File: config.mk
export PLATFORM = sky130hd
export DESIGN_NAME = stream_find_replace_flat
export DESIGN_NICKNAME = d
export VERILOG_FILES = /design/src/hw/rtl/sfr_pkg.sv /design/src/hw/rtl/sfr_if.sv /design/src/hw/rtl/stream_find_replace.sv /design/src/flat_wrapper.sv
export SDC_FILE = /design/constraint.sdc
export NUM_CORES = 1
export LEC_CHECK = 0
export ABC_AREA = 1
export BUFFER_PORTS_ARGS = -buffer_cell sky130_fd_sc_hd__buf_2
export CAP_MARGIN = 10
export CORE_UTILIZATION = 35
export DETAILED_ROUTE_END_ITERATION = 6
export PLACE_DENSITY = 0.47
export SLEW_MARGIN = 10
export SYNTH_ARGS = -nofsm -noshare
export SYNTH_HDL_FRONTEND = slang
export SYNTH_SLANG_ARGS = --single-unit
File: constraint.sdc
create_clock -name clk_i -period 3.38 [get_ports clk_i]
set_input_delay 0.338 -clock clk_i [delete_from_list [all_inputs] [get_ports clk_i]]
set_output_delay 0.338 -clock clk_i [all_outputs]
set_load 0.01 [all_outputs]
File: src/hw/rtl/sfr_pkg.sv
`timescale 1ns / 1ps
// Package for the streaming find-and-replace block: beat payload types,
// configuration register indexes and size constants. No dependencies.

package sfr_pkg;

  localparam int unsigned MAX_PATTERN     = 16;
  localparam int unsigned MAX_REPLACEMENT = 16;
  localparam int unsigned WIN_SLOTS       = 16;

  localparam int unsigned CFG_IDX_W  = 3;
  localparam int unsigned CFG_DATA_W = 64;

  localparam logic [CFG_IDX_W-1:0] CFG_PATTERN_LOW        = 3'd0;
  localparam logic [CFG_IDX_W-1:0] CFG_PATTERN_HIGH       = 3'd1;
  localparam logic [CFG_IDX_W-1:0] CFG_PATTERN_LENGTH     = 3'd2;
  localparam logic [CFG_IDX_W-1:0] CFG_REPLACEMENT_LOW    = 3'd3;
  localparam logic [CFG_IDX_W-1:0] CFG_REPLACEMENT_HIGH   = 3'd4;
  localparam logic [CFG_IDX_W-1:0] CFG_REPLACEMENT_LENGTH = 3'd5;

  typedef struct packed {
    logic [7:0] text_byte;
    logic       final_byte;
  } sfr_in_t;

  typedef struct packed {
    logic [7:0] out_byte;
    logic       byte_present;
    logic       end_of_text;
    logic       last_of_run;
  } sfr_out_t;

endpackage

File: src/hw/rtl/sfr_if.sv
`timescale 1ns / 1ps
// Valid/ready stream interfaces for the input and result channels.
// Depends on sfr_pkg for the payload types.

interface sfr_in_if;
  logic            valid;
  logic            ready;
  sfr_pkg::sfr_in_t data;

  modport source (output valid, output data, input ready);
  modport sink (input valid, input data, output ready);
endinterface

interface sfr_out_if;
  logic             valid;
  logic             ready;
  sfr_pkg::sfr_out_t data;

  modport source (output valid, output data, input ready);
  modport sink (input valid, input data, output ready);
endinterface

File: src/hw/rtl/stream_find_replace.sv
`timescale 1ns / 1ps
// Streaming find-and-replace: top level with window, sequencer and output stage.
// Depends on sfr_pkg and the stream interfaces in sfr_if.sv.
//
//   Port        Dir   Kind                Content
//   in_i        in    valid/ready beat    text_byte, final_byte
//   out_o       out   valid/ready beat    out_byte, byte_present, end_of_text, last_of_run
//   cfg_*_i     in    write enable/index  six configuration registers
//
// An input beat is taken while idle and scanned against the pattern; each result it
// causes is then produced in turn, and a final beat also flushes the window. The single
// window compare unit evaluates the pending window once per cycle.
// Output stalls hold up the sequencer while a result waits in the output register.
// Reset is asynchronous and active low and needs no clearing pass.
// The input is ready only while the sequencer is idle.

module stream_find_replace (
  input  logic                                clk_i,
  input  logic                                rst_ni,
  sfr_in_if.sink                              in_i,
  sfr_out_if.source                           out_o,
  input  logic                                cfg_we_i,
  input  logic [sfr_pkg::CFG_IDX_W-1:0]       cfg_idx_i,
  input  logic [sfr_pkg::CFG_DATA_W-1:0]      cfg_data_i
);

  localparam logic [4:0] PLEN_CAP =
    5'((sfr_pkg::MAX_PATTERN < 16) ? sfr_pkg::MAX_PATTERN : 16);
  localparam logic [4:0] RLEN_CAP =
    5'((sfr_pkg::MAX_REPLACEMENT < 16) ? sfr_pkg::MAX_REPLACEMENT : 16);

  typedef enum logic [2:0] {
    ST_IDLE,
    ST_SCAN,
    ST_REPL,
    ST_FLUSH,
    ST_DONE
  } state_e;

  function automatic logic [4:0] sat_plen(input logic [4:0] n);
    logic [4:0] r;
    r = (n == 5'd0) ? 5'd1 : n;
    return (r > PLEN_CAP) ? PLEN_CAP : r;
  endfunction

  function automatic logic [4:0] sat_rlen(input logic [4:0] n);
    return (n > RLEN_CAP) ? RLEN_CAP : n;
  endfunction

  state_e            state_q, state_d;
  logic [4:0]        cnt_q, cnt_d;
  logic [4:0]        rix_q, rix_d;
  logic              fin_q, fin_d;
  logic              hold_v_q, hold_v_d;
  logic [7:0]        hold_byte_q, hold_byte_d;
  logic              hold_pres_q, hold_pres_d;
  logic              ovalid_q, ovalid_d;
  sfr_pkg::sfr_out_t obeat_q, obeat_d;
  logic [7:0]        win_q [sfr_pkg::WIN_SLOTS];
  logic [7:0]        win_d [sfr_pkg::WIN_SLOTS];

  logic [63:0] pat_lo_q, pat_lo_d, pat_hi_q, pat_hi_d;
  logic [63:0] rep_lo_q, rep_lo_d, rep_hi_q, rep_hi_d;
  logic [4:0]  plen_q, plen_d, rlen_q, rlen_d;

  logic [15:0][7:0] pat_bytes;
  logic [15:0][7:0] rep_bytes;
  logic [15:0]      lane_ok;
  logic             is_prefix;
  logic             can_push;
  logic             gen_ok;
  logic             gen_fire;
  logic [7:0]       gen_byte;
  logic [4:0]       base_cnt;

  assign pat_bytes = {pat_hi_q, pat_lo_q};
  assign rep_bytes = {rep_hi_q, rep_lo_q};

  // The single compare unit: checks the whole pending window against the
  // pattern prefix in one pass.
  always_comb begin
    for (int i = 0; i < 16; i++) begin
      lane_ok[i] = (5'(i) >= cnt_q) || (win_q[i] == pat_bytes[i]);
    end
    is_prefix = (cnt_q <= plen_q) && (&lane_ok);
  end

  assign can_push = !ovalid_q || out_o.ready;
  assign gen_ok   = !hold_v_q || can_push;
  assign base_cnt = (cnt_q >= plen_q) ? 5'd0 : cnt_q;

  assign in_i.ready  = (state_q == ST_IDLE);
  assign out_o.valid = ovalid_q;
  assign out_o.data  = obeat_q;

  always_comb begin
    state_d     = state_q;
    cnt_d       = cnt_q;
    rix_d       = rix_q;
    fin_d       = fin_q;
    hold_v_d    = hold_v_q;
    hold_byte_d = hold_byte_q;
    hold_pres_d = hold_pres_q;
    ovalid_d    = ovalid_q;
    obeat_d     = obeat_q;
    win_d       = win_q;
    pat_lo_d    = pat_lo_q;
    pat_hi_d    = pat_hi_q;
    rep_lo_d    = rep_lo_q;
    rep_hi_d    = rep_hi_q;
    plen_d      = plen_q;
    rlen_d      = rlen_q;
    gen_fire    = 1'b0;
    gen_byte    = 8'd0;

    if (ovalid_q && out_o.ready) begin
      ovalid_d = 1'b0;
    end

    case (state_q)
      ST_IDLE: begin
        if (in_i.valid) begin
          win_d[base_cnt[3:0]] = in_i.data.text_byte;
          cnt_d                = base_cnt + 5'd1;
          fin_d                = in_i.data.final_byte;
          state_d              = ST_SCAN;
        end
      end
      ST_SCAN: begin
        if ((cnt_q == plen_q) && is_prefix) begin
          cnt_d = 5'd0;
          rix_d = 5'd0;
          if (rlen_q == 5'd0) begin
            state_d = fin_q ? ST_FLUSH : ST_DONE;
          end else begin
            state_d = ST_REPL;
          end
        end else if ((cnt_q != 5'd0) && !is_prefix) begin
          if (gen_ok) begin
            gen_fire = 1'b1;
            gen_byte = win_q[0];
            for (int i = 0; i < 15; i++) begin
              win_d[i] = win_q[i+1];
            end
            cnt_d = cnt_q - 5'd1;
          end
        end else begin
          state_d = fin_q ? ST_FLUSH : ST_DONE;
        end
      end
      ST_REPL: begin
        if (gen_ok) begin
          gen_fire = 1'b1;
          gen_byte = rep_bytes[rix_q[3:0]];
          rix_d    = rix_q + 5'd1;
          if ((rix_q + 5'd1) == rlen_q) begin
            state_d = fin_q ? ST_FLUSH : ST_DONE;
          end
        end
      end
      ST_FLUSH: begin
        if (cnt_q != 5'd0) begin
          if (gen_ok) begin
            gen_fire = 1'b1;
            gen_byte = win_q[0];
            for (int i = 0; i < 15; i++) begin
              win_d[i] = win_q[i+1];
            end
            cnt_d = cnt_q - 5'd1;
          end
        end else begin
          if (!hold_v_q) begin
            hold_v_d    = 1'b1;
            hold_byte_d = 8'd0;
            hold_pres_d = 1'b0;
          end
          state_d = ST_DONE;
        end
      end
      ST_DONE: begin
        if (!hold_v_q) begin
          state_d = ST_IDLE;
        end else if (can_push) begin
          ovalid_d = 1'b1;
          obeat_d  = '{out_byte: hold_byte_q, byte_present: hold_pres_q,
                       end_of_text: fin_q, last_of_run: 1'b1};
          hold_v_d = 1'b0;
          state_d  = ST_IDLE;
        end
      end
      default: begin
        state_d = ST_IDLE;
      end
    endcase

    // A new result pushes the one held before it, which is then known not
    // to be the last of the run.
    if (gen_fire) begin
      if (hold_v_q) begin
        ovalid_d = 1'b1;
        obeat_d  = '{out_byte: hold_byte_q, byte_present: hold_pres_q,
                     end_of_text: 1'b0, last_of_run: 1'b0};
      end
      hold_v_d    = 1'b1;
      hold_byte_d = gen_byte;
      hold_pres_d = 1'b1;
    end

    if (cfg_we_i) begin
      case (cfg_idx_i)
        sfr_pkg::CFG_PATTERN_LOW: begin
          pat_lo_d = cfg_data_i;
        end
        sfr_pkg::CFG_PATTERN_HIGH: begin
          pat_hi_d = cfg_data_i;
        end
        sfr_pkg::CFG_PATTERN_LENGTH: begin
          plen_d = sat_plen(cfg_data_i[4:0]);
          cnt_d  = 5'd0;
        end
        sfr_pkg::CFG_REPLACEMENT_LOW: begin
          rep_lo_d = cfg_data_i;
        end
        sfr_pkg::CFG_REPLACEMENT_HIGH: begin
          rep_hi_d = cfg_data_i;
        end
        sfr_pkg::CFG_REPLACEMENT_LENGTH: begin
          rlen_d = sat_rlen(cfg_data_i[4:0]);
        end
        default: begin
        end
      endcase
    end
  end

  always_ff @(posedge clk_i or negedge rst_ni) begin
    if (!rst_ni) begin
      state_q     <= ST_IDLE;
      cnt_q       <= 5'd0;
      rix_q       <= 5'd0;
      fin_q       <= 1'b0;
      hold_v_q    <= 1'b0;
      hold_byte_q <= 8'd0;
      hold_pres_q <= 1'b0;
      ovalid_q    <= 1'b0;
      obeat_q     <= '0;
      pat_lo_q    <= '0;
      pat_hi_q    <= '0;
      rep_lo_q    <= '0;
      rep_hi_q    <= '0;
      plen_q      <= 5'd1;
      rlen_q      <= 5'd0;
    end else begin
      state_q     <= state_d;
      cnt_q       <= cnt_d;
      rix_q       <= rix_d;
      fin_q       <= fin_d;
      hold_v_q    <= hold_v_d;
      hold_byte_q <= hold_byte_d;
      hold_pres_q <= hold_pres_d;
      ovalid_q    <= ovalid_d;
      obeat_q     <= obeat_d;
      pat_lo_q    <= pat_lo_d;
      pat_hi_q    <= pat_hi_d;
      rep_lo_q    <= rep_lo_d;
      rep_hi_q    <= rep_hi_d;
      plen_q      <= plen_d;
      rlen_q      <= rlen_d;
    end
  end

  always_ff @(posedge clk_i) begin
    win_q <= win_d;
  end

  a_idle_no_hold: assert property (@(posedge clk_i) disable iff (!rst_ni)
    (state_q == ST_IDLE) |-> !hold_v_q)
    else $error("held result left over while idle");

  a_idle_window_short: assert property (@(posedge clk_i) disable iff (!rst_ni)
    (state_q == ST_IDLE) |-> (cnt_q < plen_q))
    else $error("pending window not shorter than the pattern while idle");

  a_count_bound: assert property (@(posedge clk_i) disable iff (!rst_ni)
    cnt_q <= 5'd16)
    else $error("pending count out of range");

  a_end_is_last: assert property (@(posedge clk_i) disable iff (!rst_ni)
    (ovalid_q && obeat_q.end_of_text) |-> obeat_q.last_of_run)
    else $error("end of text not marked as last of run");

  a_marker_is_end: assert property (@(posedge clk_i) disable iff (!rst_ni)
    (ovalid_q && !obeat_q.byte_present) |-> (obeat_q.end_of_text && obeat_q.out_byte == 8'd0))
    else $error("empty result that is not the end marker");

endmodule
File: src/flat_wrapper.sv
// flat-port wrapper written by rule: the top's interface ports become plain ports
module stream_find_replace_flat 
  (clk_i, rst_ni, cfg_we_i, cfg_idx_i, cfg_data_i, in_i_valid, in_i_data, in_i_ready, out_o_valid, out_o_data, out_o_ready);
  sfr_in_if in_i_i ();
  sfr_out_if out_o_i ();
  input  logic clk_i;
  input  logic rst_ni;
  input  logic cfg_we_i;
  input  logic [sfr_pkg::CFG_IDX_W-1:0] cfg_idx_i;
  input  logic [sfr_pkg::CFG_DATA_W-1:0] cfg_data_i;
  input wire logic [$bits(in_i_i.valid)-1:0] in_i_valid;
  input wire logic [$bits(in_i_i.data)-1:0] in_i_data;
  output wire logic [$bits(in_i_i.ready)-1:0] in_i_ready;
  output wire logic [$bits(out_o_i.valid)-1:0] out_o_valid;
  output wire logic [$bits(out_o_i.data)-1:0] out_o_data;
  input wire logic [$bits(out_o_i.ready)-1:0] out_o_ready;
  assign in_i_i.valid = in_i_valid;
  assign in_i_i.data = in_i_data;
  assign in_i_ready = in_i_i.ready;
  assign out_o_valid = out_o_i.valid;
  assign out_o_data = out_o_i.data;
  assign out_o_i.ready = out_o_ready;
  stream_find_replace u_core (.clk_i(clk_i), .rst_ni(rst_ni), .in_i(in_i_i), .out_o(out_o_i), .cfg_we_i(cfg_we_i), .cfg_idx_i(cfg_idx_i), .cfg_data_i(cfg_data_i));
endmodule
Yosys cells after proc, flatten, opt, wreduce, memory -nomap -nowiden
Index checks and enable logic that the tools add are counted.
{"block": "classes", "add_sub_neg": 3, "magnitude_cmp": 23, "n_eq_ne": 40, "n_mux": 72, "bitwise_logic": 1, "n_reduce_logical": 48}
{"operator": "2-to-1 mux 120 bit", "count": 4}
{"operator": "one-hot mux 120 bit (3 select lines)", "count": 1}
{"operator": "bitwise mux 128 bit", "count": 1}
{"operator": "equality test 8 bit", "count": 16}
{"operator": "2-to-1 mux 128 bit", "count": 1}
{"operator": "2-to-1 mux 8 bit", "count": 11}
{"operator": "2-to-1 mux 5 bit", "count": 13}
{"operator": "2-to-1 mux 11 bit", "count": 5}
{"operator": "greater-or-equal comparator 4 x 5 -> 1 bit (first input constant)", "count": 8}
{"operator": "binary-select mux 8 bit (select 4 bit)", "count": 1}
{"operator": "demux 8 bit (select 4 bit)", "count": 1}
{"operator": "2-to-1 mux 3 bit", "count": 10}
{"operator": "one-hot mux 8 bit (3 select lines)", "count": 1}
{"operator": "greater-or-equal comparator 3 x 5 -> 1 bit (first input constant)", "count": 4}
{"operator": "logical OR 1 bit", "count": 18}
{"operator": "2-to-1 mux 1 bit", "count": 18}
{"operator": "AND reduction 16 bit", "count": 1}
{"operator": "AND reduction 2 bit", "count": 8}
{"operator": "one-hot mux 3 bit (5 select lines)", "count": 1}
{"operator": "one-hot mux 5 bit (3 select lines)", "count": 1}
{"operator": "equality test 3 x 2 -> 1 bit (second input constant)", "count": 4}
{"operator": "inequality test 2 x 1 -> 1 bit (second input constant)", "count": 6}
{"operator": "adder 5 x 1 -> 5 bit (second input constant)", "count": 2}
{"operator": "equality test 5 bit", "count": 2}
{"operator": "other kinds (28)", "count": 49}
{"block": "word_totals", "regBits": 430, "inputBits": 81, "out_inout_bits": 13}

Longest topological paths before layout
Gate-level depths: netlist of run 1.
{"block": "logic_depth", "depth_word": 11, "mapped_depth": 20, "ltp_nobuf": 19}

Worst setup path after synthesis of run 1
Ideal clock, no wire load.
{"block": "synth_path", "path_type": "register to register", "start": "register u_core.cnt_q[0]", "end": "register u_core.win_q[72] in the netlist's numbering (enable)", "arrival_time_ps": 2379, "required_time_ps": 3005, "path_slack_ps": 626, "stages_incl_launch_ff": 13, "path_buffers": 1, "synth_period_minus_slack_ps": 2754, "path_cell_list": "dfrtp_1 clkbuf_8 inv_1 ha_1 inv_1 nand2_1 o211ai_1 a21oi_1 inv_1 nor2_1 ha_1 nand2_1 a21oi_1"}
{"block": "synth_between", "elab_chain_cells": 8, "word_cells_on_any_way": 44, "classes_between": "order compare (17); eq/ne (4); reduce/logical (23)"}
{"item": "start: declaration", "line_no": "stream_find_replace.sv:51", "source": "logic [4:0] cnt_q, cnt_d;"}
{"item": "start signal: assignment", "line_no": "stream_find_replace.sv:255", "source": "cnt_q <= cnt_d;"}
{"item": "greater-or-equal comparator 1 x 5 -> 1 bit (tied with other cells)", "line_no": "stream_find_replace.sv:83", "source": "lane_ok[i] = (5'(i) >= cnt_q) || (win_q[i] == pat_bytes[i]);"}
{"item": "logical OR 1 bit", "line_no": "stream_find_replace.sv:83"}
{"item": "AND reduction 16 bit", "line_no": "stream_find_replace.sv:85", "source": "is_prefix = (cnt_q <= plen_q) && (&lane_ok);"}
{"item": "logical AND 1 bit", "line_no": "stream_find_replace.sv:85"}
{"item": "zero test 1 bit", "line_no": "stream_find_replace.sv:138", "source": "end else if ((cnt_q != 5'd0) && !is_prefix) begin"}
{"item": "logical AND 1 bit", "line_no": "stream_find_replace.sv:138"}
{"item": "inequality test 2 x 1 -> 1 bit (no line)"}
{"item": "AND reduction 5 bit (no line) (*)"}
{"item": "end signal: assignment", "line_no": "stream_find_replace.sv:273", "source": "win_q <= win_d;"}
{"item": "end: declaration", "line_no": "stream_find_replace.sv:59", "source": "logic [7:0] win_q [sfr_pkg::WIN_SLOTS];"}
Mark *: on every way between the ends. The rest lies on a longest branch, timed or not.
A chain may end at the register's enable or synchronous reset.

Final worst setup path of run 1
{"block": "layout_path", "start": "register u_core.cnt_q[1]", "end": "register u_core.win_q[114] in the netlist's numbering (enable)"}
The elaborated chain is that of the path after synthesis.

==> metrics.txt, run 1 <==
I/O Buffers 93; Post-Route WL 67.99 mm; post-synthesis compound-gate area fraction 14.09%; Place WS 311.6 ps; post-synth top area cell dfrtp_1; Avg Cell Area, Syn 8.922 sq um; min-delay src cfg_data_i[0]; CP Launch Point u_core.cnt_q[1]$_DFF_PN0_; Cells after DPL 3096; floorplan core area 0.05770 sq mm; final hold violations 0; CTS Buf Count 50; ANT nets after route 0; Initial Utilization 35.38%; crit-path most repeated cell nand2_1; Sink Count 430; Startpoint Class register; slowest CP cell dfrtp_1; VDD IR max 0.4466 mV; Mapped Area 0.02041 sq mm; num ports 94; largest cells by area after synthesis dfrtp_1 (37%), edfxtp_1 (19%), nand2_1 (12%), o21ai_0 (10%), xnor2_1 (3.8%); Die ar. 0.05929 sq mm; Chip Width 243.5 um; Layout Nets 2488; DR pass1 iterations 5; layout cells sized above 1 11.39%; Clock Latency Late Sink 590 ps; max-slew violations 0; Worst Path Arrival 3320 ps; Setup CP Type register to register; vias in the first global route 15541; Post-Syn Nets 2383; Main synth FF type dfrtp_1; CP max stage delay 530 ps; type of the worst min-delay path primary input to register; Post-CTS Resized 0; CTS tree yes; post-synthesis mux area share 0.7846%; clk buf depth 3; total track usage 23.04%; Layout Skew 15.04 ps; distinct cell type count after synthesis 46; ANT cells 0; Synth Area in Simple Gates 17.82%; Critical Path RT 3610 ps; H-Tree Level Count 2; setup violators final 0; Syn. warnings 0; top-count cell post-synth nand2_1; Detailed Place HPWL 49.19 mm; CP max FO 9; count of state elements after synthesis 430; post-synthesis adder-cell area fraction 0.8581%; RSZ-0062 raised after global routing false; number of flops mapped to enable cells by yosys 128; area grow syn2layout 15.17%; minimum clock period 3090 ps; CP Cell Sequence ha_1, nand2_1, nor2_1, nand2_1, o211ai_1, a21oi_1, inv_1, nor2_1, ha_1, nand2_1, a21oi_2; Initial DRC Count 1318; top cell type's share of synthesized area 36.90%; initial antenna violation count 0; fin cells 3198; crit path capture type register; number of core rows 88; worst-margin pin slew 1063 ps; period utilization 91.43%; async set-or-reset flop fraction in the synthesized netlist 70.23%; clock-pin slew on the worst setup and hold paths 60 ps; top cells by count, synth nand2_1 (662), o21ai_0 (417), dfrtp_1 (301); maxcap violations 0; post-route setup TNS 0 ps; root buffer cell clkbuf_16; Synth Instances 2288; largest net degree at the start of global routing 97; post-route setup slack 289.6 ps; sequential area share after synthesis 55.86%; fmax 323.6 MHz; first-pass GRT wire length 101.9 mm; Synth Area in XOR/XNOR 4.677%; final core occ 40.75%; grt ovf 0; Relative slew margins 28.99%; largest family of logic cells by synthesized area simple AND/OR/NAND/NOR gates; status complete, no violations; routability cong. 0.8485; vias per inst 5.066; # DRC 0; leakage 10.53 nW; power per cell area 910.3 mW/mm^2; WL per Instance 21.26 um; DR vias 16202; r2r startpoint u_core.cnt_q[1]$_DFF_PN0_; DIE HEIGHT 243.5 um; Pwr Total 21.40 mW
[layer usage]
layer | global-route usage, % | up-vias | wire length (um)
li1 | - | 7777 | -
met1 | 32.47 | 7888 | 31380
met2 | 37.24 | 441 | 31690
met3 | 2.721 | 96 | 3247
met4 | 6.636 | 0 | 1677
met5 | 0 | - | 0
[worst paths after layout]
kind,slack (ps),depth (start not counted),end
min reg2reg,460,2,register
min,30,3,u_core.plen_q[0]$_DFFE_PN1P_
max,290,11,u_core.win_q[114]$_DFFE_PP_
max in group asynchronous,2100,3,u_core.pat_hi_q[44]$_DFFE_PN0P_
max reg2reg,290,11,u_core.win_q[114]$_DFFE_PP_
min in group asynchronous,400,2,u_core.rep_lo_q[1]$_DFFE_PN0P_
[area by class of cell]
type,count,area (sq um)
flip-flops and latches,430,11400
fillers,5802,34190
multi-input cells,1557,7848
repair buffers,160,1079
well taps,765,957.2
inverters,194,738.2
clock buffers,65,1348
clock inverters,27,137.6
[flip-flops by register name, indices dropped and copies added, names as in the netlist, named ones only]
name / count
u_core.hold_v_q: 1
u_core.rep_hi_q: 64
u_core.out_o.valid: 1
u_core.pat_hi_q: 64
u_core.cnt_q: 5
u_core.rlen_q: 5
u_core.hold_byte_q: 8
u_core.plen_q: 5
u_core.win_q: 128
u_core.hold_pres_q: 1
u_core.rep_lo_q: 64
u_core.fin_q: 1
u_core.state_q: 3
u_core.rix_q: 5
u_core.pat_lo_q: 64
[worst max-delay path, delay by kind of cell (launching register included)]
kind / cells / cell delay (ps)
compound gates: 3 / 770
simple gates: 5 / 630
fa+ha+maj: 2 / 690
buf+inv: 1 / 120
flops: 1 / 530
[placed cells by master (no fill, tap or decap), types with 6 or more instances in the layout]
cell,instances
a21oi_1,40
mux2i_1,16
nor2_1,93
clkbuf_1,11
nand3_1,59
nand2_1,659
buf_12,6
clkinv_1,17
ha_1,14
nor2_2,8
dlygate4sd3_1,10
xnor2_1,89
edfxtp_1,128
inv_1,183
clkinv_2,8
inv_2,7
xor2_1,20
o22ai_1,29
buf_4,51
or2_2,9
nand4_1,27
dfrtp_1,300
nand2_4,7
a21oi_2,8
o21ai_1,7
o221ai_1,16
buf_2,92
nor3_1,7
o211ai_1,7
o21ai_0,417
clkbuf_16,50
[power breakdown]
group	switching, mW	internal [mW]	total (mW)
sequential	1.26	7.48	8.74
combinational	5.09	2.60	7.68
clock	2.18	2.80	4.98
total	8.53	12.9	21.4
[cells by family after synthesis]
group	after synthesis
AND/OR/NAND/NOR	883
AO/OA/AOI/OAI	535
flip-flops	430
buffers and inverters	301
XOR/XNOR	109
multiplexers	16
adder cells (fa/ha/maj)	14
[timing repair]
| item | 4_1_cts | 5_1_grt |
|---|---|---|
| endpoints found under the hold margin | 99 | 0 |
| hold buffers | 10 | 0 |
| buffers inserted | 0 | 0 |
[metrics by stage]
step / instance area (sq um) / hold WS [ps]
finish: 23510 / 34.78
global placement: 21920 / 452.3
CTS: 23510 / 9.056
global route: 23510 / 47.70
detailed placement: 21920 / 454.2
floorplan: 20410 / 42.41
(Power assumes the default switching activity.)
==> inputs of run 2 (changes only) <==
--- a/config.mk
+++ b/config.mk
@@ -9,6 +9,7 @@
 export BUFFER_PORTS_ARGS = -buffer_cell sky130_fd_sc_hd__buf_2
 export CAP_MARGIN = 10
 export CORE_UTILIZATION = 35
+export CTS_BUF_LIST = sky130_fd_sc_hd__clkbuf_16
 export DETAILED_ROUTE_END_ITERATION = 6
 export PLACE_DENSITY = 0.47
 export SLEW_MARGIN = 10
==> metrics.txt, run 2 (synthesis gave the netlist of run 1 again) <==
status complete, no violations; setup violators final 0; layer with the highest usage met2; Cells after DPL 3096; RSZ-0062 raised after global routing false; Layout Nets 2488; maxcap violations 0; ANT cells 0; grt ovf 0; floorplan core area 0.05770 sq mm; num ports 94; Int Power 12.75 mW; # DRC 0; vias per inst 5.068; met1 usage 32.46%; Largest register FFs 128; CTS tree yes; Post-Route WL 68.11 mm; commonest non-fill, non-tap cell in the layout nand2_1; RR Endpoint u_core.win_q[88]$_DFFE_PP_; area grow syn2layout 14.97%; routability cong. 0.8485; min-delay src cfg_data_i[0]; Chip Width 243.5 um; Initial Utilization 35.38%; Die ar. 0.05929 sq mm; type of the worst min-delay path primary input to register; initial antenna violation count 0; largest net degree at the start of global routing 97; I/O Buffers 93; most frequent cells in the layout nand2_1 (659), o21ai_0 (417), dfrtp_1 (300), inv_1 (194), edfxtp_1 (128); clock power share 22.8%; power per cell area 907.1 mW/mm^2; WL per Instance 21.30 um; post-route setup TNS 0 ps; total track usage 23.04%; Initial DRC Count 1306; register with the most flip-flops u_core.win_q; Critical Path RT 3620 ps; Worst Path Arrival 3350 ps; layout cells sized above 1 11.26%; Psw 8.541 mW; clk buf depth 3; VDD IR max 0.4470 mV; fmax 321.5 MHz; Hold EP u_core.plen_q[0]$_DFFE_PN1P_; Startpoint Class register; Setup CP Type register to register; r2r startpoint u_core.cnt_q[1]$_DFF_PN0_; CTS Buf Count 50; period utilization 92.02%; Post-DP Area 0.02192 sq mm; CP max FO 9; first-pass GRT wire length 101.9 mm; fin cells 3198; max-slew violations 0; Net Sw Frac 40.12%; Worst Reg2Reg Path Length in Cells 12; DR vias 16208; minimum clock period 3110 ps; vias in the first global route 15540; met3 Track Usage GR 2.721%; leakage 10.55 nW; H-Tree Level Count 2; R2R Setup Slk 270 ps; combinational share of power 36.1%; DIE HEIGHT 243.5 um; Pwr Total 21.29 mW; Clock Latency Late Sink 590 ps; Sink Count 430; Worst Hold Depth 3; DR pass1 iterations 5; root buffer cell clkbuf_16; number of core rows 88; clock-pin slew on the worst setup and hold paths 60 ps; final core occ 40.68%; Relative slew margins 28.08%; Layout Skew 13.68 ps; sequential power share 41.1%; crit path capture type register; final hold violations 0; ANT nets after route 0; Detailed Place HPWL 49.19 mm; Non-Filler Cell Area, Final 0.02347 sq mm; worst-margin pin slew 1076 ps; GR Util met2 37.24%
[run 2: power groups by stage]
stage	sequential, mW	clock [mW]	combinational, mW
final	8.75	4.86	7.68
after global routing	8.90	5.16	8.52
after CTS	8.73	4.98	7.67
after detailed placement	8.80	0	7.63
after global placement	8.79	0	7.59
after floorplan	8.33	0	5.06
[run 2: what timing repair did]
action,in CTS,in global routing
buffers inserted,0,0
endpoints found under the hold margin,99,0
resized for setup,0,0
hold buffers,10,0
[run 2: worst max-delay path by stage]
stage / from / end / depth (start not counted)
after floorplan: u_core.cnt_q[0]$_DFF_PN0_ / u_core.win_q[72]$_DFFE_PP_ / 12
after global placement: u_core.cnt_q[1]$_DFF_PN0_ / u_core.win_q[93]$_DFFE_PP_ / 12
after detailed placement: u_core.cnt_q[0]$_DFF_PN0_ / u_core.win_q[76]$_DFFE_PP_ / 14
after CTS: u_core.cnt_q[0]$_DFF_PN0_ / u_core.win_q[72]$_DFFE_PP_ / 14
after global routing: u_core.cnt_q[1]$_DFF_PN0_ / u_core.win_q[114]$_DFFE_PP_ / 11
final: u_core.cnt_q[1]$_DFF_PN0_ / u_core.win_q[88]$_DFFE_PP_ / 12
[run 2: critical path, stage by stage (launching register included)]
cell and delay, ps:
dfrtp_1 500, ha_1 330, nand2_1 40, nor2_1 150, nand2_1 70, o211ai_1 130, a21oi_1 100, inv_1 120
nor2_1 90, inv_1 130, ha_1 370, nand2_1 290, a21oi_2 440
[run 2: layer usage]
| layer | vias to the layer above | wire, um |
|---|---|---|
| li1 | 7778 | - |
| met1 | 7914 | 31710 |
| met2 | 418 | 31710 |
| met3 | 98 | 2963 |
| met4 | 0 | 1729 |
| met5 | - | 0 |
[run 2: metrics by stage]
step	setup slack, ps	hold slack [ps]
2_1_floorplan	626.0	42.41
3_3_place_gp	332.5	452.3
3_5_place_dp	311.6	454.2
4_1_cts	302.5	9.056
5_1_grt	20.41	47.70
6_report	269.8	33.44
[run 2: cell type report]
type,count,area [sq um]
timing repair buffer,160,1079
clock buffer,50,1251
clock inverter,42,193.9
fill,5808,34230
inverter,194,738.2
tap,765,957.2
multi-input combinational,1557,7848
sequential,430,11400
